## src/sv/cft_pkg.sv

```systemverilog
// types and constants for the clutch friction torque step block
`default_nettype none

package cft_pkg;

    // configuration register indexes
    localparam logic [2:0] CFG_MAX_TORQUE  = 3'd0;
    localparam logic [2:0] CFG_ENGAGE_RATE = 3'd1;
    localparam logic [2:0] CFG_STATIC_FRIC = 3'd2;
    localparam logic [2:0] CFG_DYN_FRIC    = 3'd3;
    localparam logic [2:0] CFG_INV_INERTIA = 3'd4;

    localparam int CFG_IDX_W  = 3;
    localparam int CFG_DATA_W = 32;

    // register reset values
    localparam logic [15:0] RST_MAX_TORQUE  = 16'd8000;
    localparam logic [15:0] RST_ENGAGE_RATE = 16'd512;
    localparam logic [15:0] RST_STATIC_FRIC = 16'd19661;
    localparam logic [15:0] RST_DYN_FRIC    = 16'd16384;
    localparam logic [23:0] RST_INV_INERTIA = 24'd131072;

    localparam logic [16:0] FULL_ENGAGE = 17'h10000;
    localparam logic [16:0] UNIT_SLIP   = 17'h10000;
    localparam logic [32:0] LOCK_WINDOW = 33'd32768;
    localparam logic [32:0] SLIP_LIMIT  = 33'd6553;

    // shared multiplier operand widths
    localparam int MUL_A_W = 39;
    localparam int MUL_B_W = 24;
    localparam int MUL_P_W = MUL_A_W + MUL_B_W;

    typedef struct packed {
        logic [15:0]        time_step;
        logic signed [31:0] shaft_speed_in;
        logic [16:0]        target_engagement;
    } cft_in_t;

    typedef struct packed {
        logic signed [31:0] shaft_speed_out;
        logic signed [31:0] torque;
        logic [16:0]        engagement_now;
        logic               slipping;
    } cft_out_t;

    typedef enum logic [3:0] {
        ST_IDLE,
        ST_MUL_STEP,
        ST_RAMP,
        ST_MUL_DYN,
        ST_COEFF,
        ST_MUL_CAP,
        ST_MUL_TRQ,
        ST_MUL_ACC,
        ST_MUL_CHG,
        ST_FINISH
    } cft_state_t;

    typedef struct packed {
        cft_state_t state;
        logic       load;
        logic       finish;
        logic       mul_en;
    } cft_ctl_t;

endpackage

`default_nettype wire

```

## src/sv/cft_mul.sv

```systemverilog
// shared unsigned multiplier with registered product
`default_nettype none

module cft_mul (
    input  wire logic                         aclk,
    input  wire logic                         en,
    input  wire logic [cft_pkg::MUL_A_W-1:0]  a,
    input  wire logic [cft_pkg::MUL_B_W-1:0]  b,
    output logic      [cft_pkg::MUL_P_W-1:0]  p
);

    logic [cft_pkg::MUL_P_W-1:0] p_reg;
    logic [cft_pkg::MUL_P_W-1:0] p_next;

    assign p_next = cft_pkg::MUL_P_W'(a) * cft_pkg::MUL_P_W'(b);

    always_ff @(posedge aclk) begin
        if (en) begin
            p_reg <= p_next;
        end
    end

    assign p = p_reg;

endmodule

`default_nettype wire

```

## src/sv/cft_seq.sv

```systemverilog
// sequencer stepping the shared multiplier through one tick
`default_nettype none

module cft_seq (
    input  wire logic         aclk,
    input  wire logic         aresetn,
    input  wire logic         s_valid,
    input  wire logic         out_free,
    output logic              s_ready,
    output cft_pkg::cft_ctl_t ctl
);

    cft_pkg::cft_state_t state_reg;
    cft_pkg::cft_state_t state_next;

    always_ff @(posedge aclk) begin
        if (!aresetn) begin
            state_reg <= cft_pkg::ST_IDLE;
        end else begin
            state_reg <= state_next;
        end
    end

    always_comb begin
        state_next = state_reg;
        ctl.state  = state_reg;
        ctl.load   = 1'b0;
        ctl.finish = 1'b0;
        ctl.mul_en = 1'b0;
        s_ready    = 1'b0;
        unique case (state_reg)
            cft_pkg::ST_IDLE: begin
                s_ready  = 1'b1;
                ctl.load = s_valid;
                if (s_valid) begin
                    state_next = cft_pkg::ST_MUL_STEP;
                end
            end
            cft_pkg::ST_MUL_STEP: begin
                ctl.mul_en = 1'b1;
                state_next = cft_pkg::ST_RAMP;
            end
            cft_pkg::ST_RAMP: begin
                ctl.mul_en = 1'b1;
                state_next = cft_pkg::ST_MUL_DYN;
            end
            cft_pkg::ST_MUL_DYN: begin
                ctl.mul_en = 1'b1;
                state_next = cft_pkg::ST_COEFF;
            end
            cft_pkg::ST_COEFF: begin
                ctl.mul_en = 1'b1;
                state_next = cft_pkg::ST_MUL_CAP;
            end
            cft_pkg::ST_MUL_CAP: begin
                ctl.mul_en = 1'b1;
                state_next = cft_pkg::ST_MUL_TRQ;
            end
            cft_pkg::ST_MUL_TRQ: begin
                ctl.mul_en = 1'b1;
                state_next = cft_pkg::ST_MUL_ACC;
            end
            cft_pkg::ST_MUL_ACC: begin
                ctl.mul_en = 1'b1;
                state_next = cft_pkg::ST_MUL_CHG;
            end
            cft_pkg::ST_MUL_CHG: begin
                ctl.mul_en = 1'b1;
                state_next = cft_pkg::ST_FINISH;
            end
            cft_pkg::ST_FINISH: begin
                // hold here until the output register can take the word
                ctl.finish = out_free;
                if (out_free) begin
                    state_next = cft_pkg::ST_IDLE;
                end
            end
            default: begin
                state_next = cft_pkg::ST_IDLE;
            end
        endcase
    end

endmodule

`default_nettype wire

```

## src/sv/clutch_friction_torque_step.sv

```systemverilog
// clutch friction torque step: one result word per input word, one shared multiplier
// the result is registered from ST_FINISH, which waits while m_ready stalls the output register
// a new word is taken only once the last is done; its eight products share the one multiplier
// s_ready is high only while the sequencer is idle; cfg_ready is always high
// reset (aresetn low, synchronous): registers to defaults, engagement and kept speed to zero
`default_nettype none

module clutch_friction_torque_step (
    input  wire logic                                aclk,
    input  wire logic                                aresetn,
    input  wire logic                                s_valid,
    output logic                                     s_ready,
    input  wire cft_pkg::cft_in_t                    s_data,
    output logic                                     m_valid,
    input  wire logic                                m_ready,
    output cft_pkg::cft_out_t                        m_data,
    input  wire logic                                cfg_valid,
    output logic                                     cfg_ready,
    input  wire logic [cft_pkg::CFG_IDX_W-1:0]       cfg_index,
    input  wire logic [cft_pkg::CFG_DATA_W-1:0]      cfg_data
);

    cft_pkg::cft_ctl_t ctl;
    logic              out_free;

    // configuration
    logic [15:0] max_torque_reg;
    logic [15:0] engage_rate_reg;
    logic [15:0] static_fric_reg;
    logic [15:0] dyn_fric_reg;
    logic [23:0] inv_inertia_reg;

    // kept state
    logic [16:0]        eng_reg;
    logic [16:0]        eng_next;
    logic signed [31:0] speed_reg;
    logic signed [31:0] speed_next;

    // per-word working registers
    logic [15:0]        dt_reg;
    logic signed [31:0] speed_in_reg;
    logic [16:0]        tgt_reg;
    logic signed [32:0] slip_reg;
    logic [32:0]        mag_reg;
    logic [16:0]        t_reg;
    logic [16:0]        mf_reg;
    logic               neg_reg;
    logic               slipping_reg;
    logic [31:0]        acc_reg;
    logic [15:0]        coeff_reg;
    logic [30:0]        mtrq_reg;

    logic [32:0] mag_w;
    logic [23:0] ramp_step;
    logic [24:0] eng_up;
    logic [16:0] eng_gap;
    logic [31:0] coeff_sum;

    logic [cft_pkg::MUL_A_W-1:0] mul_a;
    logic [cft_pkg::MUL_B_W-1:0] mul_b;
    logic [cft_pkg::MUL_P_W-1:0] prod;

    logic [38:0]        change;
    logic               lock;
    logic signed [40:0] chg_ext;
    logic signed [40:0] sum_w;
    logic signed [31:0] sum_sat;
    logic signed [31:0] torque_w;

    cft_pkg::cft_out_t m_data_reg;
    cft_pkg::cft_out_t m_data_next;
    logic              m_valid_reg;
    logic              m_valid_next;

    assign out_free  = !m_valid_reg || m_ready;
    assign cfg_ready = 1'b1;

    cft_seq u_seq (
        .aclk     (aclk),
        .aresetn  (aresetn),
        .s_valid  (s_valid),
        .out_free (out_free),
        .s_ready  (s_ready),
        .ctl      (ctl)
    );

    cft_mul u_mul (
        .aclk (aclk),
        .en   (ctl.mul_en),
        .a    (mul_a),
        .b    (mul_b),
        .p    (prod)
    );

    // operand selection for the shared multiplier
    always_comb begin
        mul_a = '0;
        mul_b = '0;
        unique case (ctl.state)
            cft_pkg::ST_MUL_STEP: begin
                mul_a = cft_pkg::MUL_A_W'(engage_rate_reg);
                mul_b = cft_pkg::MUL_B_W'(dt_reg);
            end
            cft_pkg::ST_RAMP: begin
                mul_a = cft_pkg::MUL_A_W'(static_fric_reg);
                mul_b = cft_pkg::MUL_B_W'(cft_pkg::UNIT_SLIP - t_reg);
            end
            cft_pkg::ST_MUL_DYN: begin
                mul_a = cft_pkg::MUL_A_W'(dyn_fric_reg);
                mul_b = cft_pkg::MUL_B_W'(t_reg);
            end
            cft_pkg::ST_COEFF: begin
                mul_a = cft_pkg::MUL_A_W'(max_torque_reg);
                mul_b = cft_pkg::MUL_B_W'(eng_reg);
            end
            cft_pkg::ST_MUL_CAP: begin
                // max torque times engagement, times the blended coefficient
                mul_a = cft_pkg::MUL_A_W'(prod[31:0]);
                mul_b = cft_pkg::MUL_B_W'(coeff_reg);
            end
            cft_pkg::ST_MUL_TRQ: begin
                mul_a = cft_pkg::MUL_A_W'(prod[47:18]);
                mul_b = cft_pkg::MUL_B_W'(mf_reg);
            end
            cft_pkg::ST_MUL_ACC: begin
                mul_a = cft_pkg::MUL_A_W'(prod[46:16]);
                mul_b = inv_inertia_reg;
            end
            cft_pkg::ST_MUL_CHG: begin
                mul_a = prod[54:16];
                mul_b = cft_pkg::MUL_B_W'(dt_reg);
            end
            default: begin
                mul_a = '0;
                mul_b = '0;
            end
        endcase
    end

    assign mag_w = slip_reg[32] ? 33'(-slip_reg) : 33'(slip_reg);

    // engagement ramp without overshoot
    assign ramp_step = prod[31:8];
    assign eng_up    = 25'(eng_reg) + 25'(ramp_step);
    assign eng_gap   = eng_reg - tgt_reg;

    always_comb begin
        eng_next = eng_reg;
        if (eng_reg < tgt_reg) begin
            eng_next = (eng_up > 25'(tgt_reg)) ? tgt_reg : eng_up[16:0];
        end else if (eng_reg > tgt_reg) begin
            eng_next = (ramp_step >= 24'(eng_gap)) ? tgt_reg : 17'(eng_reg - ramp_step[16:0]);
        end
    end

    assign coeff_sum = acc_reg + prod[31:0];

    // speed update from the last product
    assign change  = prod[54:16];
    assign lock    = (mag_reg < cft_pkg::LOCK_WINDOW) && (change > 39'(mag_reg));
    assign chg_ext = {2'b00, change};
    assign sum_w   = {{9{speed_reg[31]}}, speed_reg} + (neg_reg ? -chg_ext : chg_ext);

    always_comb begin
        if (sum_w[40:31] == '0 || sum_w[40:31] == '1) begin
            sum_sat = sum_w[31:0];
        end else if (sum_w[40]) begin
            sum_sat = 32'sh8000_0000;
        end else begin
            sum_sat = 32'sh7fff_ffff;
        end
    end

    assign torque_w = neg_reg ? -$signed({1'b0, mtrq_reg}) : $signed({1'b0, mtrq_reg});

    always_comb begin
        speed_next                  = speed_reg;
        m_data_next.torque          = torque_w;
        if (inv_inertia_reg != '0) begin
            if (lock) begin
                speed_next         = speed_in_reg;
                m_data_next.torque = '0;
            end else begin
                speed_next = sum_sat;
            end
        end
        m_data_next.shaft_speed_out = speed_next;
        m_data_next.engagement_now  = eng_reg;
        m_data_next.slipping        = slipping_reg;
    end

    always_comb begin
        m_valid_next = m_valid_reg;
        if (ctl.finish) begin
            m_valid_next = 1'b1;
        end else if (m_ready) begin
            m_valid_next = 1'b0;
        end
    end

    // control and kept state
    always_ff @(posedge aclk) begin
        if (!aresetn) begin
            max_torque_reg  <= cft_pkg::RST_MAX_TORQUE;
            engage_rate_reg <= cft_pkg::RST_ENGAGE_RATE;
            static_fric_reg <= cft_pkg::RST_STATIC_FRIC;
            dyn_fric_reg    <= cft_pkg::RST_DYN_FRIC;
            inv_inertia_reg <= cft_pkg::RST_INV_INERTIA;
            eng_reg         <= '0;
            speed_reg       <= '0;
            m_valid_reg     <= 1'b0;
        end else begin
            if (cfg_valid) begin
                unique case (cfg_index)
                    cft_pkg::CFG_MAX_TORQUE:  max_torque_reg  <= cfg_data[15:0];
                    cft_pkg::CFG_ENGAGE_RATE: engage_rate_reg <= cfg_data[15:0];
                    cft_pkg::CFG_STATIC_FRIC: static_fric_reg <= cfg_data[15:0];
                    cft_pkg::CFG_DYN_FRIC:    dyn_fric_reg    <= cfg_data[15:0];
                    cft_pkg::CFG_INV_INERTIA: inv_inertia_reg <= cfg_data[23:0];
                    default: ;
                endcase
            end
            if (ctl.state == cft_pkg::ST_RAMP) begin
                eng_reg <= eng_next;
            end
            if (ctl.finish) begin
                speed_reg <= speed_next;
            end
            m_valid_reg <= m_valid_next;
        end
    end

    // working registers
    always_ff @(posedge aclk) begin
        if (ctl.load) begin
            dt_reg       <= s_data.time_step;
            speed_in_reg <= s_data.shaft_speed_in;
            tgt_reg      <= (s_data.target_engagement > cft_pkg::FULL_ENGAGE) ?
                            cft_pkg::FULL_ENGAGE : s_data.target_engagement;
            slip_reg     <= {s_data.shaft_speed_in[31], s_data.shaft_speed_in} -
                            {speed_reg[31], speed_reg};
        end
        if (ctl.state == cft_pkg::ST_MUL_STEP) begin
            mag_reg      <= mag_w;
            t_reg        <= (mag_w > 33'(cft_pkg::UNIT_SLIP)) ? cft_pkg::UNIT_SLIP : mag_w[16:0];
            // slip factor is twice the slip, clamped at one
            mf_reg       <= (mag_w >= cft_pkg::LOCK_WINDOW) ? cft_pkg::UNIT_SLIP
                                                              : {mag_w[15:0], 1'b0};
            neg_reg      <= slip_reg[32];
            slipping_reg <= mag_w > cft_pkg::SLIP_LIMIT;
        end
        if (ctl.state == cft_pkg::ST_MUL_DYN) begin
            acc_reg <= prod[31:0];
        end
        if (ctl.state == cft_pkg::ST_COEFF) begin
            coeff_reg <= coeff_sum[31:16];
        end
        if (ctl.state == cft_pkg::ST_MUL_ACC) begin
            mtrq_reg <= prod[46:16];
        end
        if (ctl.finish) begin
            m_data_reg <= m_data_next;
        end
    end

    assign m_valid = m_valid_reg;
    assign m_data  = m_data_reg;

endmodule

`default_nettype wire

```

## config.mk

```make
export PLATFORM = sky130hd
export DESIGN_NAME = clutch_friction_torque_step
export DESIGN_NICKNAME = d
export VERILOG_FILES = /design/src/sv/cft_pkg.sv /design/src/sv/cft_mul.sv /design/src/sv/cft_seq.sv /design/src/sv/clutch_friction_torque_step.sv
export SDC_FILE = /design/constraint.sdc
export NUM_CORES = 2
export LEC_CHECK = 0
export BUFFER_PORTS_ARGS = -buffer_cell sky130_fd_sc_hd__buf_2
export CORE_MARGIN = 4
export CORE_UTILIZATION = 65
export DETAILED_ROUTE_END_ITERATION = 8
export PLACE_DENSITY = 0.82
export SYNTH_ARGS = -nofsm -noshare
export SYNTH_HDL_FRONTEND = slang
export SYNTH_HIERARCHICAL = 1
export SYNTH_SLANG_ARGS = --single-unit
```

## constraint.sdc

```tcl
create_clock -name aclk -period 14.14 [get_ports aclk]
set_clock_uncertainty 0.15 [all_clocks]
set_input_delay 2.828 -clock aclk [delete_from_list [all_inputs] [get_ports aclk]]
set_output_delay 2.828 -clock aclk [all_outputs]
set_load 0.02 [all_outputs]
```

==> flow_metrics.py <==
metrics = {
    "worst_setup_path": {
        "end_kind": "flip-flop",
        "critical_path.startpoint_type": "flip-flop",
        "critPathSlowestCell": "nor2_4",
        "cp_max_fo": 48,
        "critPathKind": "flip-flop to flip-flop",
        "path_common_cell": "fa_1",
        "reg2regPathDepth": 30,
        "critical_path_arrival_ps": 11090,
        "max_stage_delay_ps": 1110,
        "worstPathRequired_ps": 14400,
    },
    "sta": {
        "maxSlewHeadroom": 0.04788,
        "finalSetupViolCount": 0,
        "hold_slack_ps": 298.5,
        "hold_viol": 0,
        "worst_slew_pin_slew_ps": 1424,
        "period_share": 0.7659,
        "timing.setup.tns_ps": 0,
        "slew_viol_final": 0,
        "rsz0062_at_grt": "no",
        "fmax_mhz": 92.34,
        "period_needed_ps": 10830,
    },
    "placement": {
        "dp_cells": 7499,
        "io_buffers": 180,
        "place_congestion": 0.9553,
        "dp_hpwl_um": 125600,
    },
    "floorplan": {
        "core_um2": 90560,
        "io_pins": 190,
        "chipHeight_um": 311.3,
        "die_area_um2": 96890,
        "initial_utilization": 0.6601,
        "die-width_um": 311.3,
        "num_rows": 110,
    },
    "clock_tree": {
        "cts_made_buffers": 51,
        "h-tree-depth": 2,
        "cts.sinks": 524,
        "post_cts_buffers": 0,
        "cts_buffer_depth": 3,
        "clock_latency_ps": 630,
        "clkSlewWorstSetupHoldPaths_ps": 70,
        "cts_root_buf": "clkbuf_16",
        "postCtsHoldBufs": 0,
        "cts_tree": "done",
        "cts_resized": 0,
    },
    "grt": {
        "grt_start_max_net_pins": 94,
        "overflow": 0,
        "met1_usage": 0.4712,
        "use_met2": 0.5743,
        "antenna_found_initial": 3,
        "met3_usage": 0.07735,
        "grt_pass1_vias": 49191,
        "grt_first_pass_wirelength_um": 273100,
        "track_usage": 0.3578,
        "busiest_layer": "met2",
    },
    "layout": {
        "multi_input_area_um2": 40490,
        "drive_above_1_share": 0.07151,
        "final_cells": 7597,
        "nFillCells": 6819,
        "nets": 7656,
        "largest_register_ff_count": 82,
        "syn2layout_area_growth_pct": 6.107,
        "seq_area_um2": 14320,
    },
    "route": {
        "ant_nets": 0,
        "drt_iter0_markers": 5282,
        "first_pass_iters": 9,
        "drc": 0,
        "via_count": 47733,
        "totalWireLength_um": 173100,
        "viasPerCell": 6.283,
        "avgRoutedWirePerCell_um": 22.79,
    },
    "outcome": {
        "status": "completed",
    },
    "job": {
        "drv_cap": 0,
    },
    "power": {
        "ir_worst_vdd_v": 0.00009957,
        "powerDensity_nw_per_um2": 85.96,
        "p_leak_nw": 28.95,
        "power_mw": 5.453,
    },
    "min_path": {
        "min_path_cells": 0,
        "min_path_type": "flip-flop to flip-flop",
    },
    "logic_synthesis": {
        "syn_inst": 6375,
        "syn_avg_cell_area_um2": 9.378,
        "ys_warn_count": 6,
        "syn_area_um2": 59780,
        "synth_fp_nets": 7655,
    },
}
path summary, 6_finish.rpt:
path | startpoint | end | slack (ps)
worst max-delay path | u_seq/state_reg[0] | u_mul/p[54] | 3310
worst min-delay path | slipping_reg | m_data[0] | 300
worst max register to register | u_seq/state_reg[0] | u_mul/p[54] | 3310
worst min register to register | slipping_reg | m_data[0] | 300
routing by layer:
layer | routed length, um | up-vias
met1 | 64930 | 23574
met3 | 19080 | 654
met2 | 80020 | 2746
met4 | 9096 | 2
met5 | 13 | -
li1 | - | 20757
power by group:
part	internal [mW]	switching (mW)	leakage (nW)
clock network	0.839	0.633	0.871
registers	1.82	0.134	4.72
logic	0.675	1.35	23.4
stage by stage:
| step | utilization | setup WS (ps) | cell area, um2 |
|---|---|---|---|
| after floorplan | - | 1388 | 59780 |
| after global placement | 0.6807 | 3684 | 61650 |
| after detailed placement | 0.6807 | 3587 | 61650 |
| after CTS | 0.7004 | 3553 | 63430 |
| after global routing | 0.7004 | 2943 | 63430 |
| final | 0.7005 | 3310 | 63430 |
critical path, delay by kind of cell, from the launching register on:
family / cells / cell delay [ps]
buf+inv: 7 / 960
compound gates: 9 / 1950
xor+xnor: 1 / 260
flops: 1 / 1030
simple gates: 5 / 2230
fa+ha+maj: 8 / 3960
cells in the final DEF (no fill, tap or decap), types with 169 or more instances in the layout:
| cell | instances |
|---|---|
| inv_1 | 994 |
| nand2_1 | 912 |
| fa_1 | 798 |
| and2_1 | 423 |
| edfxtp_1 | 382 |
| ha_1 | 377 |
| nor2_1 | 253 |
| a21oi_1 | 209 |
| buf_2 | 180 |
| xnor2_1 | 172 |
| o21ai_0 | 169 |
area by class of cell:
| cell class | count | area share |
|---|---|---|
| multi-input combinational | 4526 | 0.6383 |
| sequential | 524 | 0.2257 |
| inverter | 995 | 0.05888 |
| timing repair buffer | 278 | 0.02580 |
| clock buffer | 70 | 0.02369 |
| tap | 1176 | 0.02320 |
| clock inverter | 26 | 0.004438 |
| antenna | 2 | 0.00007890 |
No activity file was read; power rests on OpenSTA's default activity.
